==> src/stereo_feedback_delay_macros.svh <==
// ----------------------------------------------------------------------------
// Stereo feedback delay assertion macros
// Concurrent checks on clk, disabled while arst_n is low.
// ----------------------------------------------------------------------------
`ifndef STEREO_FEEDBACK_DELAY_MACROS_SVH
`define STEREO_FEEDBACK_DELAY_MACROS_SVH

// consequent holds in the same cycle as the antecedent
`define SFD_ASSERT_NOW(lbl, ante, cons, msg) \
	lbl: assert property (@(posedge clk) disable iff (!arst_n) (ante) |-> (cons)) \
		else $error(msg);

// consequent holds in the cycle after the antecedent
`define SFD_ASSERT_NEXT(lbl, ante, cons, msg) \
	lbl: assert property (@(posedge clk) disable iff (!arst_n) (ante) |=> (cons)) \
		else $error(msg);

`endif

==> src/sfd_pkg.sv <==
// ----------------------------------------------------------------------------
// Stereo feedback delay package
// Formats, register codes, controller types and the output saturator.
// ----------------------------------------------------------------------------
`default_nettype none

package sfd_pkg;

	localparam int RING_DEPTH  = 131072;
	localparam int RING_AW     = $clog2(RING_DEPTH);
	localparam int SAMPLE_BITS = 24;
	localparam int SAT_BITS    = 48;

	localparam int DELAY_BITS = 17;
	localparam int FRAC_BITS  = 16;
	localparam int POS_BITS   = DELAY_BITS + FRAC_BITS;
	localparam int RESET_DELAY = 36000;

	localparam int SMOOTH_COEF      = 300648;
	localparam int SMOOTH_COEF_BITS = 20;
	localparam int SMOOTH_SHIFT     = 32;

	localparam int FB_BITS  = 17;
	localparam int FB_FRAC  = 16;
	localparam int FB_ONE   = 65536;
	localparam int LVL_BITS = 16;
	localparam int LVL_FRAC = 14;
	localparam int LVL_MAX  = 32768;

	localparam int CFG_IDX_BITS  = 8;
	localparam int CFG_DATA_BITS = 17;

	localparam logic [CFG_IDX_BITS-1:0] REG_TARGET_DELAY  = CFG_IDX_BITS'(0);
	localparam logic [CFG_IDX_BITS-1:0] REG_FEEDBACK_GAIN = CFG_IDX_BITS'(1);
	localparam logic [CFG_IDX_BITS-1:0] REG_DRY_GAIN      = CFG_IDX_BITS'(2);
	localparam logic [CFG_IDX_BITS-1:0] REG_SEND_GAIN     = CFG_IDX_BITS'(3);

	typedef enum logic [3:0] {
		ST_CLEAR,
		ST_IDLE,
		ST_SMOOTH,
		ST_UPDATE,
		ST_READ_A,
		ST_READ_B,
		ST_INTERP,
		ST_FEEDBACK,
		ST_WRITE,
		ST_DONE
	} sfd_state_t;

	typedef struct packed {
		logic clear;
		logic capture;
		logic smooth;
		logic update;
		logic read_a;
		logic read_b;
		logic interp;
		logic feedback;
		logic write;
		logic load_out;
	} sfd_cmd_t;

	typedef struct packed {
		logic clear_done;
	} sfd_sts_t;

	function automatic logic signed [SAMPLE_BITS-1:0] sat_sample(
		input logic signed [SAT_BITS-1:0] v
	);
		logic signed [SAT_BITS-1:0] hi;
		logic signed [SAT_BITS-1:0] lo;
		hi = {{(SAT_BITS-SAMPLE_BITS+1){1'b0}}, {(SAMPLE_BITS-1){1'b1}}};
		lo = ~hi;
		if (v > hi) begin
			return hi[SAMPLE_BITS-1:0];
		end else if (v < lo) begin
			return lo[SAMPLE_BITS-1:0];
		end
		return v[SAMPLE_BITS-1:0];
	endfunction

endpackage

`default_nettype wire

==> src/sfd_ctrl.sv <==
// ----------------------------------------------------------------------------
// Stereo feedback delay controller
// Sequences ring clearing, smoothing, tap reads, ring write and result hand-off.
// ----------------------------------------------------------------------------
`default_nettype none

module sfd_ctrl import sfd_pkg::*; (
	input  logic       clk,
	input  logic       arst_n,
	input  logic       in_valid,
	output logic       in_ready,
	input  logic       out_ready,
	output logic       out_valid,
	input  sfd_sts_t   sts,
	output sfd_cmd_t   cmd,
	output sfd_state_t state
);

	sfd_state_t state_q;
	sfd_state_t state_nxt;
	logic       out_valid_q;
	logic       out_free;

	assign out_free  = !out_valid_q || out_ready;
	assign state     = state_q;
	assign out_valid = out_valid_q;
	assign in_ready  = (state_q == ST_IDLE);

	always_ff @(posedge clk or negedge arst_n) begin
		if (!arst_n) begin
			state_q     <= ST_CLEAR;
			out_valid_q <= 1'b0;
		end else begin
			state_q <= state_nxt;
			if (cmd.load_out) begin
				out_valid_q <= 1'b1;
			end else if (out_ready) begin
				out_valid_q <= 1'b0;
			end
		end
	end

	always_comb begin
		state_nxt = state_q;
		case (state_q)
			ST_CLEAR: begin
				if (sts.clear_done) begin
					state_nxt = ST_IDLE;
				end
			end
			ST_IDLE: begin
				if (in_valid) begin
					state_nxt = ST_SMOOTH;
				end
			end
			ST_SMOOTH:   state_nxt = ST_UPDATE;
			ST_UPDATE:   state_nxt = ST_READ_A;
			ST_READ_A:   state_nxt = ST_READ_B;
			ST_READ_B:   state_nxt = ST_INTERP;
			ST_INTERP:   state_nxt = ST_FEEDBACK;
			ST_FEEDBACK: state_nxt = ST_WRITE;
			ST_WRITE:    state_nxt = ST_DONE;
			ST_DONE: begin
				if (out_free) begin
					state_nxt = ST_IDLE;
				end
			end
			default:     state_nxt = ST_CLEAR;
		endcase
	end

	always_comb begin
		cmd = '0;
		case (state_q)
			ST_CLEAR:    cmd.clear    = 1'b1;
			ST_IDLE:     cmd.capture  = in_valid;
			ST_SMOOTH:   cmd.smooth   = 1'b1;
			ST_UPDATE:   cmd.update   = 1'b1;
			ST_READ_A:   cmd.read_a   = 1'b1;
			ST_READ_B:   cmd.read_b   = 1'b1;
			ST_INTERP:   cmd.interp   = 1'b1;
			ST_FEEDBACK: cmd.feedback = 1'b1;
			ST_WRITE:    cmd.write    = 1'b1;
			ST_DONE:     cmd.load_out = out_free;
			default:     cmd = '0;
		endcase
	end

endmodule

`default_nettype wire

==> config.mk <==
export PLATFORM = sky130hd
export DESIGN_NAME = sfd_ctrl
export DESIGN_NICKNAME = d
export VERILOG_FILES = /design/src/stereo_feedback_delay_macros.svh /design/src/sfd_pkg.sv /design/src/sfd_ctrl.sv
export SDC_FILE = /design/constraint.sdc
export NUM_CORES = 1
export LEC_CHECK = 0
export BUFFER_PORTS_ARGS = -buffer_cell sky130_fd_sc_hd__buf_2
export CORE_AREA = 5 5 42 44
export DETAILED_ROUTE_END_ITERATION = 12
export DIE_AREA = 0 0 47 49
export SETUP_SLACK_MARGIN = 0.15
export SLEW_MARGIN = 20
export SYNTH_ARGS = -nofsm -noshare
export SYNTH_HDL_FRONTEND = slang
export SYNTH_SLANG_ARGS = --single-unit
==> constraint.sdc <==
create_clock -name clk -period 1.3 [get_ports clk]
set_clock_uncertainty 0.15 [all_clocks]
set_input_delay 0.13 -clock clk [delete_from_list [all_inputs] [get_ports clk]]
set_output_delay 0.13 -clock clk [all_outputs]
set_load 0.02 [all_outputs]
==> results of run 1 <==
[power breakdown]
group          switching (mW)  internal (mW)
Combinational           0.891           1.08
Sequential              0.140          0.234
Clock                  0.0679          0.116
[sequential cells by signal, summed over array words and instances (netlist names)]
name,cells
state,4
out_valid,1
[metal layers]
layer | track usage (%) | routed length, microns | up-vias
met5 | 0 | 0 | -
met4 | 6.91 | 24 | 0
met3 | 3.32 | 106 | 4
met2 | 16.3 | 732 | 19
met1 | 15.5 | 472 | 207
li1 | - | - | 211
[critical path, cell delays in order, from the launching register on]
cell and delay, ns:
dfrtp_2 0.43, nand2b_4 0.19, nor3_4 0.15, and2_4 0.16, buf_6 0.10
[synth_stat cells (all sizes together)]
cell / n
nand2b: 5
buf: 4
nor3: 5
xor2: 1
o21ai: 2
dfrtp: 5
a21oi: 2
o22ai: 1
nor4: 2
nor2: 4
nor3b: 1
o21a: 1
o21bai: 1
a211o: 1
and2: 1
nand2: 1
[cell families after synthesis]
| family | Yosys count |
|---|---|
| AO/OA/AOI/OAI | 8 |
| buffers and inverters | 4 |
| flip-flops | 5 |
| AND/OR/NAND/NOR | 19 |
| XOR/XNOR | 1 |
[final timing paths]
kind	start	end	slack (ns)
setup reg to reg	state[1]$_DFFE_PN0P_	state[0]$_DFFE_PN0P_	-0.13
hold reg to reg	out_valid$_DFFE_PN0P_	out_valid$_DFFE_PN0P_	0.43
max in group asynchronous	arst_n	state[2]$_DFFE_PN0P_	0.74
min in group asynchronous	arst_n	state[3]$_DFFE_PN0P_	0.11
setup / recovery	state[1]$_DFFE_PN0P_	cmd[8]	-0.26
hold / removal	in_valid	state[1]$_DFFE_PN0P_	0.06
[per-stage QoR]
stage	cells	instance area [sq um]	hold slack, ns	worst slack, ns
6_report	95	886	0.0599	-0.257
5_1_grt	95	886	0.0802	-0.304
4_1_cts	85	698	0.0698	-0.248
3_5_place_dp	78	566	-0.202	-0.0285
3_3_place_gp	78	566	-0.204	-0.0616
2_1_floorplan	37	407	-0.316	-0.212
[area by class of cell]
| class | instances | area, sq um | share of cell area, % |
|---|---|---|---|
| repair buffers | 42 | 408 | 46.0 |
| well taps | 16 | 20.0 | 2.26 |
| multi-input cells | 28 | 302 | 34.0 |
| clock buffers | 4 | 26.3 | 2.97 |
| flip-flops and latches | 5 | 130 | 14.7 |
[repair_timing]
action | 4_1_cts | 5_1_grt
gates resized for setup | 25 | 29
setup endpoints to repair | 19 | 20
pin swaps | 3 | 3
endpoints found under the hold margin | 5 | 0
hold buffers | 1 | 0
setup buffers | 2 | 10
==> flow_metrics.py, run 1 <==
metrics = {
    "status": {
        "run_status": "finished, violations left",
        "violations_in_the_final_reports": "negative setup slack",
    },
    "floorplanning": {
        "dieWidth_microns": 47,
        "dieArea_sq_mm": 0.00230,
        "floorplan.rows": 14,
        "floorplan.core_area_sq_mm": 0.00140,
        "start_util_pct": 25.3,
        "io_pins": 21,
        "floorplan.die.height_microns": 49,
    },
    "layout": {
        "diodes": 0,
        "final_core_utilization_pct": 63.2,
        "share_of_post_route_cells_with_drive_strength_above_1_pct": 83.5,
        "final_cell_mix": "buf_6, buf_4, buf_2, nand2b_4, dfrtp_2",
        "layout.cells.most_common": "buf_6",
        "design.final.nets": 85,
        "fillerInstances": 112,
        "area_growth_syn_to_layout_pct": 150,
    },
    "clock_network": {
        "cts_buffer_depth": 2,
        "tritoncts.num_buffers": 3,
        "clock_tree.htree_level_count": 1,
        "skew_pair_late_insertion_delay_ns": 0.25,
        "clk_pin_slew_ns": 0.04,
        "tritoncts": "yes",
        "ctsRootBufferMaster": "clkbuf_4",
        "cts_num_sinks": 5,
    },
    "timing": {
        "fin_setup_tns_ns": -2.43,
        "max_clock_freq_mhz": 642,
        "number_of_max_slew_violations_in_the_final_report": 0,
        "setup_viol": 15,
        "finalHoldViolCount": 0,
        "worst_pin_slew_ns": 0.207,
        "timing.slew.headroom_pct": 86.2,
        "post-route-worst-setup-slack_ns": -0.257,
        "grt_setup_unrepaired": "true",
        "timing.final.crit_share_pct": 120,
        "post_route_minimum_period_ns": 1.56,
    },
    "setup_path": {
        "worstSetupPathType": "register to primary output",
        "start_kind": "register",
        "timing.critical_path.arrival_ns": 1.28,
        "critPathRequiredTime_ns": 1.02,
        "crit_path_end_kind": "primary output",
        "ff2ff_path_depth": 5,
        "critical_path_peak_fanout": 4,
    },
    "grt": {
        "wire_length_of_the_first_global_routing_pass_microns": 1950,
        "first_global_vias": 413,
        "antenna_violations_before_repair": 0,
        "grt_start_max_net_pins": 9,
        "grt_usage_pct": 11.7,
        "gr-total-overflow": 0,
    },
    "synthesis": {
        "syn_nets": 42,
        "synth-seq-area-share_pct": 35.3,
        "mappedNetlistArea_sq_um": 354,
        "fraction_of_the_mapped_netlist_area_in_adder_cells_pct": 0,
        "synth_area_per_cell_sq_um": 9.57,
        "synth_compound_area_share_pct": 15.2,
        "share_of_the_synthesized_area_in_the_top_cell_type_pct": 35.3,
        "post_synth_and_or_nand_nor_area_fraction_pct": 36.0,
        "ys_types": 21,
        "synthXorXnorAreaFrac_pct": 2.47,
        "synth.area.top_cells": "dfrtp_1, buf_6, nand2b_4",
        "muxShareOfSynthArea_pct": 0,
        "ys.warnings.count": 0,
        "synth.largest_area_cell": "dfrtp_1",
        "synth_seq_cells": 5,
        "netlist_instances": 37,
        "main_combinational_cell_family_by_area_after_synthesis": "simple AND/OR/NAND/NOR gates",
    },
    "pwr": {
        "total_leakage_power_nw": 0.396,
        "power.density_mw_per_mm2": 2860,
        "ir_worst_vdd_v": 0.00134,
        "post-layout-total-power_mw": 2.53,
    },
    "hold_path": {
        "whs_path_depth": 3,
        "hp-class": "input pin to register",
    },
    "route": {
        "detailedRoute.firstIterationViolations": 5,
        "route.detailed.drc": 0,
        "post_drt_via_cell_ratio": 4.64,
        "totalWireLength_microns": 1340,
        "drt-pass1-iter-count": 4,
        "ant_nets": 0,
        "post_drt_wl_per_cell_microns": 14.1,
        "num_vias": 441,
    },
    "place": {
        "dp_hpwl_microns": 833,
        "place.gp.congestion": 0.715,
        "portBuffers": 20,
    },
    "flow_run": {
        "max-cap-violations": 0,
    },
}
Power figures use the tool's default switching activity.
==> run 2: changes to the inputs <==
--- a/config.mk
+++ b/config.mk
@@ -9,7 +9,6 @@
 export CORE_AREA = 5 5 42 44
 export DETAILED_ROUTE_END_ITERATION = 12
 export DIE_AREA = 0 0 47 49
-export SETUP_SLACK_MARGIN = 0.15
 export SLEW_MARGIN = 20
 export SYNTH_ARGS = -nofsm -noshare
 export SYNTH_HDL_FRONTEND = slang
==> constraint.sdc (replaced) <==
create_clock -name clk -period 2 [get_ports clk]
set_clock_uncertainty 0.15 [all_clocks]
set_input_delay 0.3 -clock clk [delete_from_list [all_inputs] [get_ports clk]]
set_output_delay 0.3 -clock clk [all_outputs]
set_load 0.02 [all_outputs]
==> flow_metrics.py, run 2 (synthesis gave the netlist of run 1 again) <==
metrics = {
    "layout": {
        "largest_register_ff_count": 4,
        "design.final.nets": 64,
        "stdcell_area_sq_um": 472,
        "fillerInstances": 160,
        "final_core_utilization_pct": 33.7,
        "layout.cells.most_common": "buf_2",
        "layout.cells.non_filler": 74,
        "area_growth_syn_to_layout_pct": 33.2,
        "share_of_post_route_cells_with_drive_strength_above_1_pct": 48.3,
        "final_cell_mix": "buf_2, dfrtp_1, nor2_1, nor3_1",
        "diodes": 0,
    },
    "grt": {
        "gr-total-overflow": 0,
        "grt_usage_pct": 8.48,
        "antenna_violations_before_repair": 0,
        "wire_length_of_the_first_global_routing_pass_microns": 1430,
        "first_global_vias": 324,
        "grt_start_max_net_pins": 12,
    },
    "clock_network": {
        "cts_buffer_depth": 2,
        "tritoncts.num_buffers": 3,
        "ctsRootBufferMaster": "clkbuf_4",
        "skew_pair_late_insertion_delay_ns": 0.24,
        "cts_num_sinks": 5,
        "tritoncts": "yes",
        "clock_tree.htree_level_count": 1,
        "clk_pin_slew_ns": 0.04,
    },
    "setup_path": {
        "crit_path_end_kind": "primary output",
        "start_kind": "register",
        "timing.critical_path.arrival_ns": 1.38,
        "worstSetupPathType": "register to primary output",
        "critPathRequiredTime_ns": 1.55,
        "critical_path_peak_fanout": 11,
    },
    "timing": {
        "timing.final.crit_share_pct": 91.5,
        "finalHoldViolCount": 0,
        "grt_setup_unrepaired": "false",
        "max_clock_freq_mhz": 547,
        "post-route-worst-setup-slack_ns": 0.170,
        "number_of_max_slew_violations_in_the_final_report": 0,
        "worst_pin_slew_ns": 0.387,
        "setup_viol": 0,
        "finalHoldWorstSlack_ns": 0.236,
        "post_route_minimum_period_ns": 1.83,
        "fin_setup_tns_ns": 0,
        "timing.slew.headroom_pct": 74.2,
    },
    "floorplanning": {
        "dieWidth_microns": 47,
        "floorplan.rows": 14,
        "io_pins": 21,
        "dieArea_sq_mm": 0.00230,
        "floorplan.die.height_microns": 49,
        "floorplan.core_area_sq_mm": 0.00140,
        "start_util_pct": 25.3,
    },
    "status": {
        "run_status": "completed",
    },
    "flow_run": {
        "max-cap-violations": 0,
    },
    "route": {
        "totalWireLength_microns": 827,
        "detailedRoute.firstIterationViolations": 3,
        "post_drt_wl_per_cell_microns": 11.2,
        "ant_nets": 0,
        "num_vias": 343,
        "post_drt_via_cell_ratio": 4.64,
        "route.detailed.drc": 0,
        "drt-pass1-iter-count": 4,
    },
    "pwr": {
        "post-layout-total-power_uw": 860,
        "total_leakage_power_nw": 0.242,
        "ir_worst_vdd_v": 0.000705,
        "power.density_mw_per_mm2": 1820,
    },
    "place": {
        "place_inst": 69,
        "dp_hpwl_microns": 657,
        "place.gp.congestion": 0.780,
        "dpl-instance-area_sq_um": 435,
        "setup_slack_at_placement_ns": 0.439,
        "portBuffers": 20,
    },
    "hold_path": {
        "hp-class": "input pin to register",
    },
}
run 2: cell types whose count changed in the layout (fill, tap and decap cells not counted), moves of 3 or more:
cell / delta
buf_6: -24
buf_2: +15
buf_4: -11
dfrtp_1: +4
dfrtp_2: -4
nor3_1: +4
nor2_1: +3
nor3_4: -3
run 2: power by group:
group | leakage (nW) | internal [mW] | switching [mW]
logic | 0.164 | 0.193 | 0.288
registers | 0.0640 | 0.143 | 0.119
clock network | 0.0150 | 0.0755 | 0.0417
run 2: path summary, 6_finish.rpt:
check,start,end,slack [ns],depth (start not counted)
setup reg to reg,state[0]$_DFFE_PN0P_,state[0]$_DFFE_PN0P_,0.69,3
hold reg to reg,out_valid$_DFFE_PN0P_,out_valid$_DFFE_PN0P_,0.38,2
min in group asynchronous,arst_n,state[1]$_DFFE_PN0P_,0.25,2
hold / removal,out_ready,out_valid$_DFFE_PN0P_,0.24,3
max in group asynchronous,arst_n,state[3]$_DFFE_PN0P_,1.32,2
setup / recovery,state[0]$_DFFE_PN0P_,cmd[6],0.17,3
run 2: layout make-up:
class	instances	area (sq um)	share of cell area [%]
clock buffers	4	26.3	5.57
well taps	16	20.0	4.24
multi-input cells	28	190	40.3
flip-flops and latches	5	125	26.5
repair buffers	21	110	23.3
run 2: timing repair:
| action | in CTS | in global routing |
|---|---|---|
| hold buffers | 1 | 0 |
| setup buffers | 0 | 0 |
| resized for setup | 0 | 0 |
| endpoints found under the hold margin | 5 | 0 |
run 2: critical path, cell delays in order (launching register included):
cell and delay (ns):
dfrtp_1 0.57, nand2_1 0.20, nor3_1 0.17, buf_2 0.20
run 2: metal layers:
layer  wire, microns  GRT usage [%]
met5               0              0
met4               0           2.76
met3              85           4.80
met2             380           11.8
met1             361           10.9
